==> config.mk <==
export PLATFORM = sky130hd
export DESIGN_NAME = url_percent_decoder_top
export DESIGN_NICKNAME = d
export VERILOG_FILES = /design/src/sv/urlpd_pkg.sv /design/src/sv/urlpd_front.sv /design/src/sv/urlpd_queue.sv /design/src/sv/urlpd_back.sv /design/src/sv/url_percent_decoder_top.sv
export SDC_FILE = /design/constraint.sdc
export NUM_CORES = 1
export LEC_CHECK = 0
export BUFFER_PORTS_ARGS = -buffer_cell sky130_fd_sc_hd__buf_2
export CAP_MARGIN = 40
export CORE_ASPECT_RATIO = 1.5
export CORE_MARGIN = 3
export CORE_UTILIZATION = 60
export CTS_BUF_LIST = sky130_fd_sc_hd__clkbuf_4 sky130_fd_sc_hd__clkbuf_8
export DETAILED_ROUTE_END_ITERATION = 7
export PLACE_DENSITY = 0.87
export SKIP_LAST_GASP = 1
export SYNTH_ARGS = -nofsm -noshare
export SYNTH_HDL_FRONTEND = slang
export SYNTH_SLANG_ARGS = --single-unit
==> constraint.sdc <==
create_clock -name clk -period 2.5 [get_ports clk]
set_clock_uncertainty 0.05 [all_clocks]
set_input_delay 0.125 -clock clk [delete_from_list [all_inputs] [get_ports clk]]
set_output_delay 0.125 -clock clk [all_outputs]
set_load 0.005 [all_outputs]
==> src/sv/urlpd_pkg.sv <==
package urlpd_pkg;

  typedef struct packed {
    logic [7:0] in_byte;
    logic       end_of_string;
  } in_item_t;

  typedef struct packed {
    logic [7:0] first_byte;
    logic [7:0] second_byte;
    logic [1:0] byte_count;
    logic       done_res;
    logic       stopped_early;
  } out_item_t;

  // classified input item, passed from front to back through the queue
  typedef struct packed {
    logic [7:0] byte_val;
    logic       is_plain;
    logic       is_pct;
    logic       is_u;
    logic       hex_ok;
    logic [3:0] hex_val;
    logic       last;
  } cls_t;

  typedef enum logic [2:0] {
    PH_IDLE    = 3'd0,
    PH_PERCENT = 3'd1,
    PH_SECOND  = 3'd2,
    PH_UDIGITS = 3'd3,
    PH_HALTED  = 3'd4
  } phase_t;

  localparam logic [7:0] CHAR_PCT = 8'h25;
  localparam logic [7:0] CHAR_U   = 8'h75;
  localparam logic [1:0] LAST_U_DIGIT = 2'd3;

endpackage

==> src/sv/urlpd_front.sv <==
module urlpd_front (
  input  logic                in_valid,
  output logic                in_stall,
  input  urlpd_pkg::in_item_t in_item,
  input  logic                q_full,
  output logic                q_push,
  output urlpd_pkg::cls_t     q_data
);

  logic [7:0] b;
  logic       is_digit;
  logic       is_lower;
  logic       is_upper;
  logic       is_hex_alpha;

  assign b            = in_item.in_byte;
  assign is_digit     = (b >= 8'h30) && (b <= 8'h39);
  assign is_lower     = (b >= 8'h61) && (b <= 8'h7a);
  assign is_upper     = (b >= 8'h41) && (b <= 8'h5a);
  assign is_hex_alpha = ((b >= 8'h61) && (b <= 8'h66)) || ((b >= 8'h41) && (b <= 8'h46));

  assign in_stall = q_full;
  assign q_push   = in_valid && !q_full;

  always_comb begin
    q_data.byte_val = b;
    q_data.is_plain = is_digit || is_lower || is_upper;
    q_data.is_pct   = (b == urlpd_pkg::CHAR_PCT);
    q_data.is_u     = (b == urlpd_pkg::CHAR_U);
    q_data.hex_ok   = is_digit || is_hex_alpha;
    // letters a-f / A-F have low nibble 1..6
    q_data.hex_val  = is_digit ? b[3:0] : (b[3:0] + 4'd9);
    q_data.last     = in_item.end_of_string;
  end

endmodule

==> src/sv/urlpd_queue.sv <==
module urlpd_queue #(
  parameter int DEPTH = 2
) (
  input  logic            clk,
  input  logic            rst_n,
  input  logic            push,
  input  urlpd_pkg::cls_t push_data,
  output logic            full,
  input  logic            pop,
  output logic            valid,
  output urlpd_pkg::cls_t pop_data
);

  localparam int PW = (DEPTH > 1) ? $clog2(DEPTH) : 1;
  localparam int CW = $clog2(DEPTH + 1);

  urlpd_pkg::cls_t mem [DEPTH];
  logic [PW-1:0]   wr_ptr_r, wr_ptr_nxt;
  logic [PW-1:0]   rd_ptr_r, rd_ptr_nxt;
  logic [CW-1:0]   count_r, count_nxt;

  assign full     = (count_r == CW'(DEPTH));
  assign valid    = (count_r != '0);
  assign pop_data = mem[rd_ptr_r];

  always_comb begin
    wr_ptr_nxt = wr_ptr_r;
    rd_ptr_nxt = rd_ptr_r;
    count_nxt  = count_r;
    if (push) begin
      wr_ptr_nxt = (wr_ptr_r == PW'(DEPTH - 1)) ? '0 : wr_ptr_r + 1'b1;
    end
    if (pop) begin
      rd_ptr_nxt = (rd_ptr_r == PW'(DEPTH - 1)) ? '0 : rd_ptr_r + 1'b1;
    end
    if (push && !pop) begin
      count_nxt = count_r + 1'b1;
    end else if (pop && !push) begin
      count_nxt = count_r - 1'b1;
    end
  end

  always_ff @(posedge clk) begin
    if (!rst_n) begin
      wr_ptr_r <= '0;
      rd_ptr_r <= '0;
      count_r  <= '0;
    end else begin
      wr_ptr_r <= wr_ptr_nxt;
      rd_ptr_r <= rd_ptr_nxt;
      count_r  <= count_nxt;
    end
  end

  always_ff @(posedge clk) begin
    if (push) begin
      mem[wr_ptr_r] <= push_data;
    end
  end

endmodule

==> src/sv/urlpd_back.sv <==
module urlpd_back (
  input  logic                 clk,
  input  logic                 rst_n,
  input  logic                 q_valid,
  input  urlpd_pkg::cls_t      q_data,
  output logic                 q_pop,
  output logic                 out_valid,
  input  logic                 out_stall,
  output urlpd_pkg::out_item_t out_item
);

  urlpd_pkg::phase_t    phase_r, phase_nxt, phase_step;
  logic [1:0]           digit_r, digit_nxt;
  logic [11:0]          held_r, held_nxt;
  logic                 out_valid_r;
  urlpd_pkg::out_item_t out_item_r;
  logic                 emit;
  urlpd_pkg::out_item_t res;

  assign q_pop     = q_valid && (!out_valid_r || !out_stall);
  assign out_valid = out_valid_r;
  assign out_item  = out_item_r;

  // next state
  always_comb begin
    phase_step = phase_r;
    digit_nxt  = digit_r;
    held_nxt   = held_r;
    case (phase_r)
      urlpd_pkg::PH_IDLE: begin
        if (q_data.is_plain) begin
          phase_step = urlpd_pkg::PH_IDLE;
        end else if (q_data.is_pct) begin
          phase_step = urlpd_pkg::PH_PERCENT;
        end else begin
          phase_step = urlpd_pkg::PH_HALTED;
        end
      end
      urlpd_pkg::PH_PERCENT: begin
        if (q_data.is_u) begin
          phase_step = urlpd_pkg::PH_UDIGITS;
          digit_nxt  = '0;
          held_nxt   = '0;
        end else if (q_data.hex_ok) begin
          phase_step = urlpd_pkg::PH_SECOND;
          held_nxt   = {8'h00, q_data.hex_val};
        end else begin
          phase_step = urlpd_pkg::PH_HALTED;
        end
      end
      urlpd_pkg::PH_SECOND: begin
        if (q_data.hex_ok) begin
          phase_step = urlpd_pkg::PH_IDLE;
          held_nxt   = '0;
        end else begin
          phase_step = urlpd_pkg::PH_HALTED;
        end
      end
      urlpd_pkg::PH_UDIGITS: begin
        if (!q_data.hex_ok) begin
          phase_step = urlpd_pkg::PH_HALTED;
        end else if (digit_r != urlpd_pkg::LAST_U_DIGIT) begin
          held_nxt  = {held_r[7:0], q_data.hex_val};
          digit_nxt = digit_r + 1'b1;
        end else begin
          phase_step = urlpd_pkg::PH_IDLE;
          digit_nxt  = '0;
          held_nxt   = '0;
        end
      end
      default: begin
        phase_step = phase_r;
      end
    endcase
    phase_nxt = phase_step;
    if (q_data.last) begin
      phase_nxt = urlpd_pkg::PH_IDLE;
      digit_nxt = '0;
      held_nxt  = '0;
    end
  end

  // result
  always_comb begin
    res = '0;
    case (phase_r)
      urlpd_pkg::PH_IDLE: begin
        if (q_data.is_plain) begin
          res.first_byte = q_data.byte_val;
          res.byte_count = 2'd1;
        end
      end
      urlpd_pkg::PH_SECOND: begin
        if (q_data.hex_ok) begin
          res.first_byte = {held_r[3:0], q_data.hex_val};
          res.byte_count = 2'd1;
        end
      end
      urlpd_pkg::PH_UDIGITS: begin
        if (q_data.hex_ok && digit_r == urlpd_pkg::LAST_U_DIGIT) begin
          res.first_byte  = held_r[11:4];
          res.second_byte = {held_r[3:0], q_data.hex_val};
          res.byte_count  = 2'd2;
        end
      end
      default: begin
        res.byte_count = 2'd0;
      end
    endcase
    res.done_res      = q_data.last;
    res.stopped_early = q_data.last && (phase_step != urlpd_pkg::PH_IDLE);
    emit              = q_data.last || (res.byte_count != 2'd0);
  end

  always_ff @(posedge clk) begin
    if (!rst_n) begin
      phase_r     <= urlpd_pkg::PH_IDLE;
      digit_r     <= '0;
      held_r      <= '0;
      out_valid_r <= 1'b0;
    end else begin
      if (q_pop) begin
        phase_r     <= phase_nxt;
        digit_r     <= digit_nxt;
        held_r      <= held_nxt;
        out_valid_r <= emit;
      end else if (!out_stall) begin
        out_valid_r <= 1'b0;
      end
    end
  end

  always_ff @(posedge clk) begin
    if (q_pop) begin
      out_item_r <= res;
    end
  end

endmodule

==> src/sv/url_percent_decoder_top.sv <==
// URL percent decoder, percent-u escapes included.
// Input channel: in_valid / in_stall / in_item, one encoded character per
// item, end_of_string set on the last character of a string.
// Output channel: out_valid / out_stall / out_item, at most one result per
// input item, carrying 0..2 decoded bytes; the last character always gives a
// result with done_res set and stopped_early flagging malformed input.
// A front stage classifies each character and writes it into a small queue
// (QUEUE_DEPTH items); the back stage pops it, runs the escape state machine
// and loads the output register.
// A result is registered: each item passes through the queue and is then
// decoded into the output register.
// Throughput: one item per cycle while no stalled result is pending, set by
// the single pop per cycle of the back state machine.
// Reset (rst_n low, synchronous) empties the queue and output register and
// returns the decoder to the start of a string.
// While out_stall is high the result holds; the queue keeps taking items
// until full, then in_stall rises.
module url_percent_decoder_top #(
  parameter int QUEUE_DEPTH = 2
) (
  input  logic                 clk,
  input  logic                 rst_n,
  input  logic                 in_valid,
  output logic                 in_stall,
  input  urlpd_pkg::in_item_t  in_item,
  output logic                 out_valid,
  input  logic                 out_stall,
  output urlpd_pkg::out_item_t out_item
);

  logic            q_full;
  logic            q_push;
  logic            q_pop;
  logic            q_valid;
  urlpd_pkg::cls_t q_wdata;
  urlpd_pkg::cls_t q_rdata;

  urlpd_front u_front (
    .in_valid (in_valid),
    .in_stall (in_stall),
    .in_item  (in_item),
    .q_full   (q_full),
    .q_push   (q_push),
    .q_data   (q_wdata)
  );

  urlpd_queue #(
    .DEPTH (QUEUE_DEPTH)
  ) u_queue (
    .clk       (clk),
    .rst_n     (rst_n),
    .push      (q_push),
    .push_data (q_wdata),
    .full      (q_full),
    .pop       (q_pop),
    .valid     (q_valid),
    .pop_data  (q_rdata)
  );

  urlpd_back u_back (
    .clk       (clk),
    .rst_n     (rst_n),
    .q_valid   (q_valid),
    .q_data    (q_rdata),
    .q_pop     (q_pop),
    .out_valid (out_valid),
    .out_stall (out_stall),
    .out_item  (out_item)
  );

endmodule
==> results of run 1 <==
## power by group
group | switching, mW | leakage [nW] | internal, mW
clock | 0.443 | 0.0909 | 0.364
combinational | 0.640 | 0.646 | 0.473
sequential | 0.131 | 0.704 | 1.73
total | 1.21 | 1.44 | 2.57
## worst max-delay path by stage
| stage | start | slack (ns) | cells after the start | to |
|---|---|---|---|---|
| floorplan | u_queue.count_r[0] | 0.64 | 3 | u_queue.mem[0][0] |
| global placement | register | 0.56 | 5 | u_back.held_r[9] |
| detailed placement | register | 0.46 | 5 | u_back.held_r[5] |
| CTS | register | 0.43 | 5 | u_back.held_r[5] |
| global route | register | 0.29 | 4 | u_back.held_r[5] |
| finish | register | 0.43 | 5 | u_back.held_r[5] |
## cells in the final DEF (no fill, tap or decap), types with 3 or more instances in the layout
cell           synthesis  final
o21ai_0                6      6
inv_1                  7      7
a22o_1                 8      8
xnor2_1                6      6
nor2b_1                4      4
mux2_2                 3      3
mux2i_1               13     13
o221ai_1               6      6
or3_1                  5      5
a21oi_1                5      5
nor3_1                 3      3
o2bb2ai_1              4      4
buf_2                  4     34
dlygate4sd3_1          0      8
clkbuf_8               0      9
nand3_1                6      6
nand2b_1               4      4
dfxtp_1               23     23
buf_4                  0      3
nand2_1               19     19
ha_1                   5      5
a221o_1                4      4
nor2_1                14     14
clkinv_2               0      3
edfxtp_1              54     54
o211ai_1               4      4
and2_1                 9      9
## synthesized netlist by cell type (4+ instances only)
library cell	number	area, µm²
dfxtp_1	23	460
o2bb2ai_1	4	35.0
o221ai_1	6	52.6
o21ai_0	6	30.0
a221o_1	4	40.0
o211ai_1	4	30.0
mux2i_1	13	130
xnor2_1	6	52.6
nand2b_1	4	25.0
buf_2	4	20.0
nor2_1	14	52.6
edfxtp_1	54	1620
nand2_1	19	71.3
nor2b_1	4	25.0
ha_1	5	62.6
a21oi_1	5	25.0
a22o_1	8	70.1
or3_1	5	31.3
nand3_1	6	30.0
inv_1	7	26.3
and2_1	9	56.3
## layer usage
metal | GRT usage, % | routed length, µm
met5 | 0 | 0
met3 | 4.75 | 272
met4 | 10.6 | 159
met2 | 34.1 | 3080
met1 | 23.1 | 2330
## sequential cells by signal, indices dropped and copies added (netlist names), named ones only
name and cells:
u_queue.rd_ptr_r 1, u_queue.count_r 2, u_back.out_valid 1, u_back.out_item 20, u_back.digit_r 2, u_queue.mem 34, u_back.held_r 12, u_back.phase_r 3
u_queue.wr_ptr_r 1
## cell type report
type                       count  area (µm²)  share of cell area, %
clock buffer                   9         124                   3.24
clock inverter                 7        51.3                   1.34
inverter                       8        30.0                  0.786
multi-input combinational    156        1180                   30.8
sequential                    77        2080                   54.5
tap                           68        85.1                   2.23
timing repair buffer          45         273                   7.14
## critical path, stage by stage (launching register included)
cell     delay, ns
dfxtp_1       0.47
buf_4         0.31
nor3b_2       0.31
nor4_4        0.13
o31ai_4       0.54
a22o_1        0.21
## kinds of logic (layout without fill, tap and decap cells)
family,Yosys count,after routing
adder cells (fa/ha/maj),5,5
AND/OR/NAND/NOR,77,77
multiplexers,17,17
buffers and inverters,16,69
AO/OA/AOI/OAI,50,50
XOR/XNOR,7,7
flip-flops,77,77
==> flow_summary.toml, run 1 <==
[outcome]
status = "completed"

[pwr]
p_leak_nw = 1.44
max-vdd-ir-drop_v = 0.000632
finalPower_mw = 3.78
power_density_nw_per_um2 = 990

[flow_run]
drv_cap = 0

[global_routing]
grt_usage_pct = 20.2
grt_max_degree = 25
grt_remaining_overflow = 0
grt_pass1_wl_um = 9780
antenna_found_initial = 0
grt_pass1_vias = 2062

[timing]
finalHoldViolations = 0
holdWs_ns = 0.0346
final.period_utilization_pct = 82.7
setup_ws_ns = 0.433
tns_ns = 0
setup_viol = 0
rsz0062_at_grt = "no"
fmax_mhz = 484
tightest_slew_ns = 0.743
max_slew_margin_pct = 50.4
min_period_ns = 2.07
final-max-slew-violation-count = 0

[placed_design]
place_ws_ns = 0.456
gp_congestion = 0.843
postPlaceCellArea_um2 = 3570
place.detailed.hpwl_um = 4110
dp_cells = 346
portBuffers = 34

[detailed_routing]
ant_nets = 0
routed_wl_um = 5840
drt_iter0_drc = 174
routedWlPerCell_um = 15.8
dr_total_vias = 2137
drc = 0
viasPerCell = 5.78
dr.pass1.iters = 4

[setup_path]
start_kind = "register"
r2r_cells = 5
crit_arrival_ns = 2.31
path_max_fanout = 16
r2r_setup_slack_ns = 0.43
crit_required_ns = 2.75
endpoint_kind = "register"
r2r_end = "u_back.held_r[5]"
worstSetupPathType = "register to register"

[die]
rows = 32
initial_utilization_pct = 63.6
dieArea_um2 = 6510
fp.dieW_um = 66.9
design.core.area_um2 = 5250
die_h_um = 97.4
ios = 35

[clock_tree]
tritoncts = "done"
post_cts_buffers = 0
htree_num_levels = 3
cts.sinks = 77
cts-root-buf = "clkbuf_8"
clk_latency_ns = 0.35
path_clk_slew_ns = 0.08
cts_hold_buffers = 8
cts_made_buffers = 9
clk_path_buf_depth = 2
post_cts_resized = 0

[finish]
final_cells = 370
fill_cells = 358
num_antenna_cells = 0
finish.utilization_pct = 72.9
num-nets-final = 315
design_area_um2 = 3820
syn2layout_area_growth_pct = 14.5
drive_above_1_share_pct = 22.5

[synth]
synth-async-reset-ratio_pct = 0
syn_area_per_cell_um2 = 13.4
syn-cell-area_um2 = 3340
ys_warn_count = 0
synthMuxAreaShare_pct = 5.58
synth_top_family_by_area = "compound AO/OA/AOI/OAI gates"
synth_ff_type = "edfxtp_1"
synthAdderAreaFrac_pct = 1.87
synth-edff-count = 54
synth-simple-area-share_pct = 12.9
synthCells = 249
synth_compound_area_share_pct = 13.0
yosysUniqueCellTypes = 49
ys_ff_latch = 77
ys_seq_area_share_pct = 62.4
yosys.area_share.xor_xnor_pct = 1.84
synthesis.nets = 267

[min_path]
holdPathStages = 1
min_from = "in_item[3]"
holdPathEnd = "u_queue.mem[0][11]"
hold_path_class = "input pin to register"
Note: power is estimated with default switching activity, not from simulation.
==> run 2: changes to the inputs <==
--- a/config.mk
+++ b/config.mk
@@ -9,10 +9,10 @@
 export CAP_MARGIN = 40
 export CORE_ASPECT_RATIO = 1.5
 export CORE_MARGIN = 3
-export CORE_UTILIZATION = 60
+export CORE_UTILIZATION = 55
 export CTS_BUF_LIST = sky130_fd_sc_hd__clkbuf_4 sky130_fd_sc_hd__clkbuf_8
 export DETAILED_ROUTE_END_ITERATION = 7
-export PLACE_DENSITY = 0.87
+export PLACE_DENSITY = 0.84
 export SKIP_LAST_GASP = 1
 export SYNTH_ARGS = -nofsm -noshare
 export SYNTH_HDL_FRONTEND = slang
==> constraint.sdc (replaced) <==
create_clock -name clk -period 1.9 [get_ports clk]
set_clock_uncertainty 0.05 [all_clocks]
set_input_delay 0.095 -clock clk [delete_from_list [all_inputs] [get_ports clk]]
set_output_delay 0.095 -clock clk [all_outputs]
set_load 0.005 [all_outputs]
==> run 2 against run 1 <==
Global-route usage shrank 1.5 points. Setup slack lost 0.31 ns. Wire length grew 4.7%. Largest cell class unchanged. Highest routed layer unchanged. Register-to-register slack lost 0.30 ns. Sequential share of layout area shrank 1.7 points. Sequential cell count is the same.
==> flow_summary.toml, run 2 (synthesis gave the netlist of run 1 again) <==
[outcome]
status = "completed"

[die]
fp.dieW_um = 69.6
ios = 35
design.core.area_um2 = 5830
rows = 34
initial_utilization_pct = 57.3
die_h_um = 101
dieArea_um2 = 7060

[clock_tree]
cts.sinks = 77
clk_path_buf_depth = 2
path_clk_slew_ns = 0.08
post_cts_buffers = 0
clk_latency_ns = 0.34
htree_num_levels = 3
cts-root-buf = "clkbuf_8"
tritoncts = "done"
cts_made_buffers = 9

[setup_path]
endpoint_kind = "register"
worst-path-stages = 5
reg2reg_from = "u_back.phase_r[1]"
r2r_end = "u_back.held_r[1]"
worstSetupPathType = "input pin to register"
start_kind = "input pin"
r2r_cells = 4
crit_arrival_ns = 1.79
crit_family = "buffers and inverters"
r2r_setup_slack_ns = 0.13
slowest_delay_ns = 0.67
crit_chain = "dlygate4sd3_1 -> buf_2 -> or4b_2 -> o21ai_1 -> o21ai_0"
slowest_stage = "or4b_2"
path_max_fanout = 8
crit_required_ns = 1.92
crit_buf_inv = 2

[timing]
tightest_slew_ns = 0.534
tns_ns = 0
setup_ws_ns = 0.124
final-max-slew-violation-count = 0
final.period_utilization_pct = 93.5
setup_viol = 0
min_period_ns = 1.78
rsz0062_at_grt = "no"
max_slew_margin_pct = 64.1
fmax_mhz = 563
finalHoldViolations = 0

[finish]
finish.utilization_pct = 67.7
drive_above_1_share_pct = 26.3
syn2layout_area_growth_pct = 18.3
largest_register = "u_queue.mem"
num-nets-final = 329
final_cells = 388
multi_input_area_um2 = 1180
largest_register_ffs = 34
layout_common_cells = "54 x edfxtp_1, 34 x buf_2, 22 x dfxtp_1"
seqCellArea_um2 = 2080
num_antenna_cells = 0
layout_commonest_cell = "edfxtp_1"
fill_cells = 389

[detailed_routing]
wl_met1_um = 2510
met3WireLength_um = 278
routedWlPerCell_um = 15.8
ant_nets = 0
dr.pass1.iters = 4
viasPerCell = 5.68
met2WireLength_um = 3220
highest_layer = "met4"
routed_wl_um = 6120
drt_iter0_drc = 116
dr_total_vias = 2203
drc = 0

[pwr]
power_switching_mw = 1.64
p_leak_nw = 1.51
p_sw_share_pct = 31.9
max-vdd-ir-drop_v = 0.000939
power_frac_comb_pct = 31.1
power_frac_seq_pct = 47.3
clkPwrFrac_pct = 21.6
internal_power_mw = 3.51
power_density_nw_per_um2 = 1310

[min_path]
holdPathEnd = "u_back.phase_r[0]"
hold_path_class = "input pin to register"
min_from = "rst_n"
holdPathStages = 3

[global_routing]
grt_max_degree = 25
antenna_found_initial = 0
grt_usage_pct = 18.7
grt_pass1_vias = 2211
grt_pass1_wl_um = 10300
grt_remaining_overflow = 0

[flow_run]
drv_cap = 0

[placed_design]
portBuffers = 34
dp_cells = 363
place_ws_ns = -0.0113
place.detailed.hpwl_um = 4300
gp_congestion = 0.872
## run 2: repair_timing
action | 4_1_cts | 5_1_grt
setup endpoints to repair | 2 | 22
endpoints found under the hold margin | 18 | 0
gates resized for setup | 1 | 2
hold buffers | 9 | 0
## run 2: routing by layer
layer / GRT usage, % / up-vias
met4: 10.8 / 0
met1: 21.1 / 1065
li1: - / 1069
met3: 3.97 / 10
met2: 32.9 / 59
met5: 0 / -
## run 2: worst reg2reg max path, delay by kind of cell (launching register included)
kind / cells / cell delay, ns
AOI/OAI and AO/OA: 2 / 0.54
buffers and inverters: 1 / 0.23
DFF: 1 / 0.49
and+or+nand+nor: 1 / 0.40
## run 2: how the worst max path moves through the flow
stage / start / to / slack, ns
after global placement: register / u_back.out_item[17] / 0.1
after global routing: u_back.phase_r[1] / u_back.held_r[1] / 0.03
after CTS: register / u_back.out_item[19] / 0.04
after detailed placement: register / u_back.held_r[1] / -0.01
after floorplan: u_queue.count_r[0] / u_queue.mem[0][0] / 0.04
final: in_item[3] / u_queue.mem[1][5] / 0.12
## run 2: power groups by stage
stage	Clock, mW	Combinational, mW	Sequential (mW)
2_1_floorplan	0	1.03	2.47
3_3_place_gp	0	1.53	2.46
3_5_place_dp	0	1.58	2.48
4_1_cts	1.13	1.61	2.44
5_1_grt	1.21	1.76	2.48
6_report	1.11	1.60	2.44
## run 2: final cells by class
class / instances / area share (%)
clock inverters: 6 / 1.17
multi-input cells: 156 / 29.9
well taps: 72 / 2.28
flip-flops and latches: 77 / 52.8
clock buffers: 10 / 3.49
repair buffers: 59 / 9.64
inverters: 8 / 0.761
## run 2: through the flow
step	power, mW	hold slack [ns]	area, µm²
2_1_floorplan	3.50	0.144	3340
3_3_place_gp	3.99	0.243	3670
3_5_place_dp	4.05	0.251	3670
4_1_cts	5.18	0.0319	3950
5_1_grt	5.45	0.0588	3950
6_report	5.16	0.0571	3950
==> run 3: changes to the inputs <==
--- a/config.mk
+++ b/config.mk
@@ -5,13 +5,13 @@
 export SDC_FILE = /design/constraint.sdc
 export NUM_CORES = 1
 export LEC_CHECK = 0
-export BUFFER_PORTS_ARGS = -buffer_cell sky130_fd_sc_hd__buf_2
 export CAP_MARGIN = 40
 export CORE_ASPECT_RATIO = 1.5
 export CORE_MARGIN = 3
-export CORE_UTILIZATION = 55
+export CORE_UTILIZATION = 59
 export CTS_BUF_LIST = sky130_fd_sc_hd__clkbuf_4 sky130_fd_sc_hd__clkbuf_8
 export DETAILED_ROUTE_END_ITERATION = 7
+export DONT_BUFFER_PORTS = 1
 export PLACE_DENSITY = 0.84
 export SKIP_LAST_GASP = 1
 export SYNTH_ARGS = -nofsm -noshare
==> run 3 against run 2 <==
Clock power is essentially flat. Maximum frequency down 5.0%. Wire length down 5.1%. Critical path depth unchanged. Global-route usage increased by 1.2 points. Final area down 4.2%. Sequential cell count is the same. Sequential power up 3%. Via count fell by 6.2%. Power shrank 3.7%. Clock-buffer cell count did not move. Critical path type is now register to register. Largest cell class unchanged. Largest power group unchanged. Highest routed layer unchanged.
==> flow_summary.toml, run 3 (synthesis gave the netlist of run 1 again) <==
[min_path]
hold_path_class = "input pin to register"
holdPathStages = 3

[die]
dieArea_um2 = 6620
initial_utilization_pct = 62.7
rows = 32
ios = 35
die_h_um = 98.1
fp.dieW_um = 67.4
design.core.area_um2 = 5330

[finish]
layout_commonest_cell = "edfxtp_1"
syn2layout_area_growth_pct = 13.3
drive_above_1_share_pct = 16.7
design_area_um2 = 3780
largest_register_ffs = 34
num_antenna_cells = 0
finish.utilization_pct = 71.0
final_cells = 349
largest_register = "u_queue.mem"
layout_common_cells = "54 x edfxtp_1, 21 x dfxtp_1, 19 x nand2_1"
num-nets-final = 294

[setup_path]
r2r_cells = 5
crit_arrival_ns = 2.07
worstSetupPathType = "register to register"
start_kind = "register"
slowest_stage = "nor4_4"
path_max_fanout = 8
endpoint_kind = "register"
crit_chain = "nand2b_1 -> nor4_4 -> buf_4 -> a211oi_2 -> o311a_1"
crit_required_ns = 2.10
slowest_delay_ns = 0.54

[timing]
rsz0062_at_grt = "yes"
max_slew_margin_pct = 63.0
tightest_slew_ns = 0.551
finalHoldViolations = 0
final.period_utilization_pct = 98.4
final-max-slew-violation-count = 0
setup_viol = 0
min_period_ns = 1.87
fmax_mhz = 535

[detailed_routing]
dr_total_vias = 2067
viasPerCell = 5.92
ant_nets = 0
drt_iter0_drc = 128
drc = 0
dr.pass1.iters = 4
routed_wl_um = 5810
routedWlPerCell_um = 16.6

[clock_tree]
cts.sinks = 77
htree_num_levels = 3
cts_made_buffers = 9
path_clk_slew_ns = 0.08
cts-root-buf = "clkbuf_8"
clk_path_buf_depth = 2
clk_latency_ns = 0.35
tritoncts = "done"

[global_routing]
grt_pass1_vias = 2041
grt_remaining_overflow = 0
grt_max_degree = 25
grt_pass1_wl_um = 9660
grt_usage_pct = 19.9
antenna_found_initial = 0

[pwr]
max-vdd-ir-drop_v = 0.000709
p_leak_nw = 1.37
power_density_nw_per_um2 = 1310

[placed_design]
postPlaceCellArea_um2 = 3450
place.detailed.hpwl_um = 3970
portBuffers = 0
gp_congestion = 0.842
dp_cells = 319

[flow_run]
drv_cap = 0

[outcome]
status = "completed"
run 3: cell count changes in the layout (fill, tap and decap cells not counted), sizes merged:
cell and delta:
buf -38, dlygate4sd3 +3, clkinvlp -1, clkinv +1
run 3: path summary, 6_finish.rpt:
kind	from	slack, ns	to
worst max-delay path	u_back.phase_r[2]	0.03	u_back.out_valid
worst min-delay path	out_stall	0.04	u_back.phase_r[1]
worst max register to register	u_back.phase_r[2]	0.03	u_back.out_valid
worst min register to register	u_back.held_r[11]	0.43	u_back.held_r[11]
run 3: metal layers:
layer	wire length [µm]	up-vias	GRT usage, %
met1	2450	996	23.7
met5	0	-	0
met3	169	16	5.18
li1	-	1003	-
met4	159	0	10.5
met2	3030	52	32.2
run 3: area by class of cell:
type                    count  area, µm²
flip-flops and latches     77       2080
well taps                  68       85.1
clock inverters             6       46.3
inverters                   8       30.0
fillers                   348       1540
clock buffers              10        138
multi-input cells         156       1180
repair buffers             24        214
run 3: stage by stage:
step	setup TNS [ns]	hold WS, ns	power (mW)	setup WS [ns]
final	0	0.0383	4.96	0.0295
after global routing	-0.262	0.0581	5.25	-0.0467
after CTS	0	0.0332	4.95	0.0132
after detailed placement	0	0.144	3.82	0.0204
after global placement	0	0.144	3.76	0.126
after floorplan	0	0.144	3.50	0.0396
run 3: where the power goes:
part	leakage [nW]	total, mW	internal, mW	switching, mW
registers	0.704	2.51	2.29	0.223
logic	0.569	1.33	0.564	0.770
clock network	0.0946	1.12	0.520	0.598
run 3: critical path: cells and delay by family (launching register included):
family	cells	cell delay, ns
buffers and inverters	1	0.20
DFF	1	0.39
and+or+nand+nor	2	0.78
AOI/OAI and AO/OA	2	0.35
run 3: repair_timing:
item,4_1_cts,5_1_grt
endpoints found under the setup margin,0,14
hold buffers,12,0
setup buffers,0,2
resized for setup,0,5
hold endpoints to repair,41,0
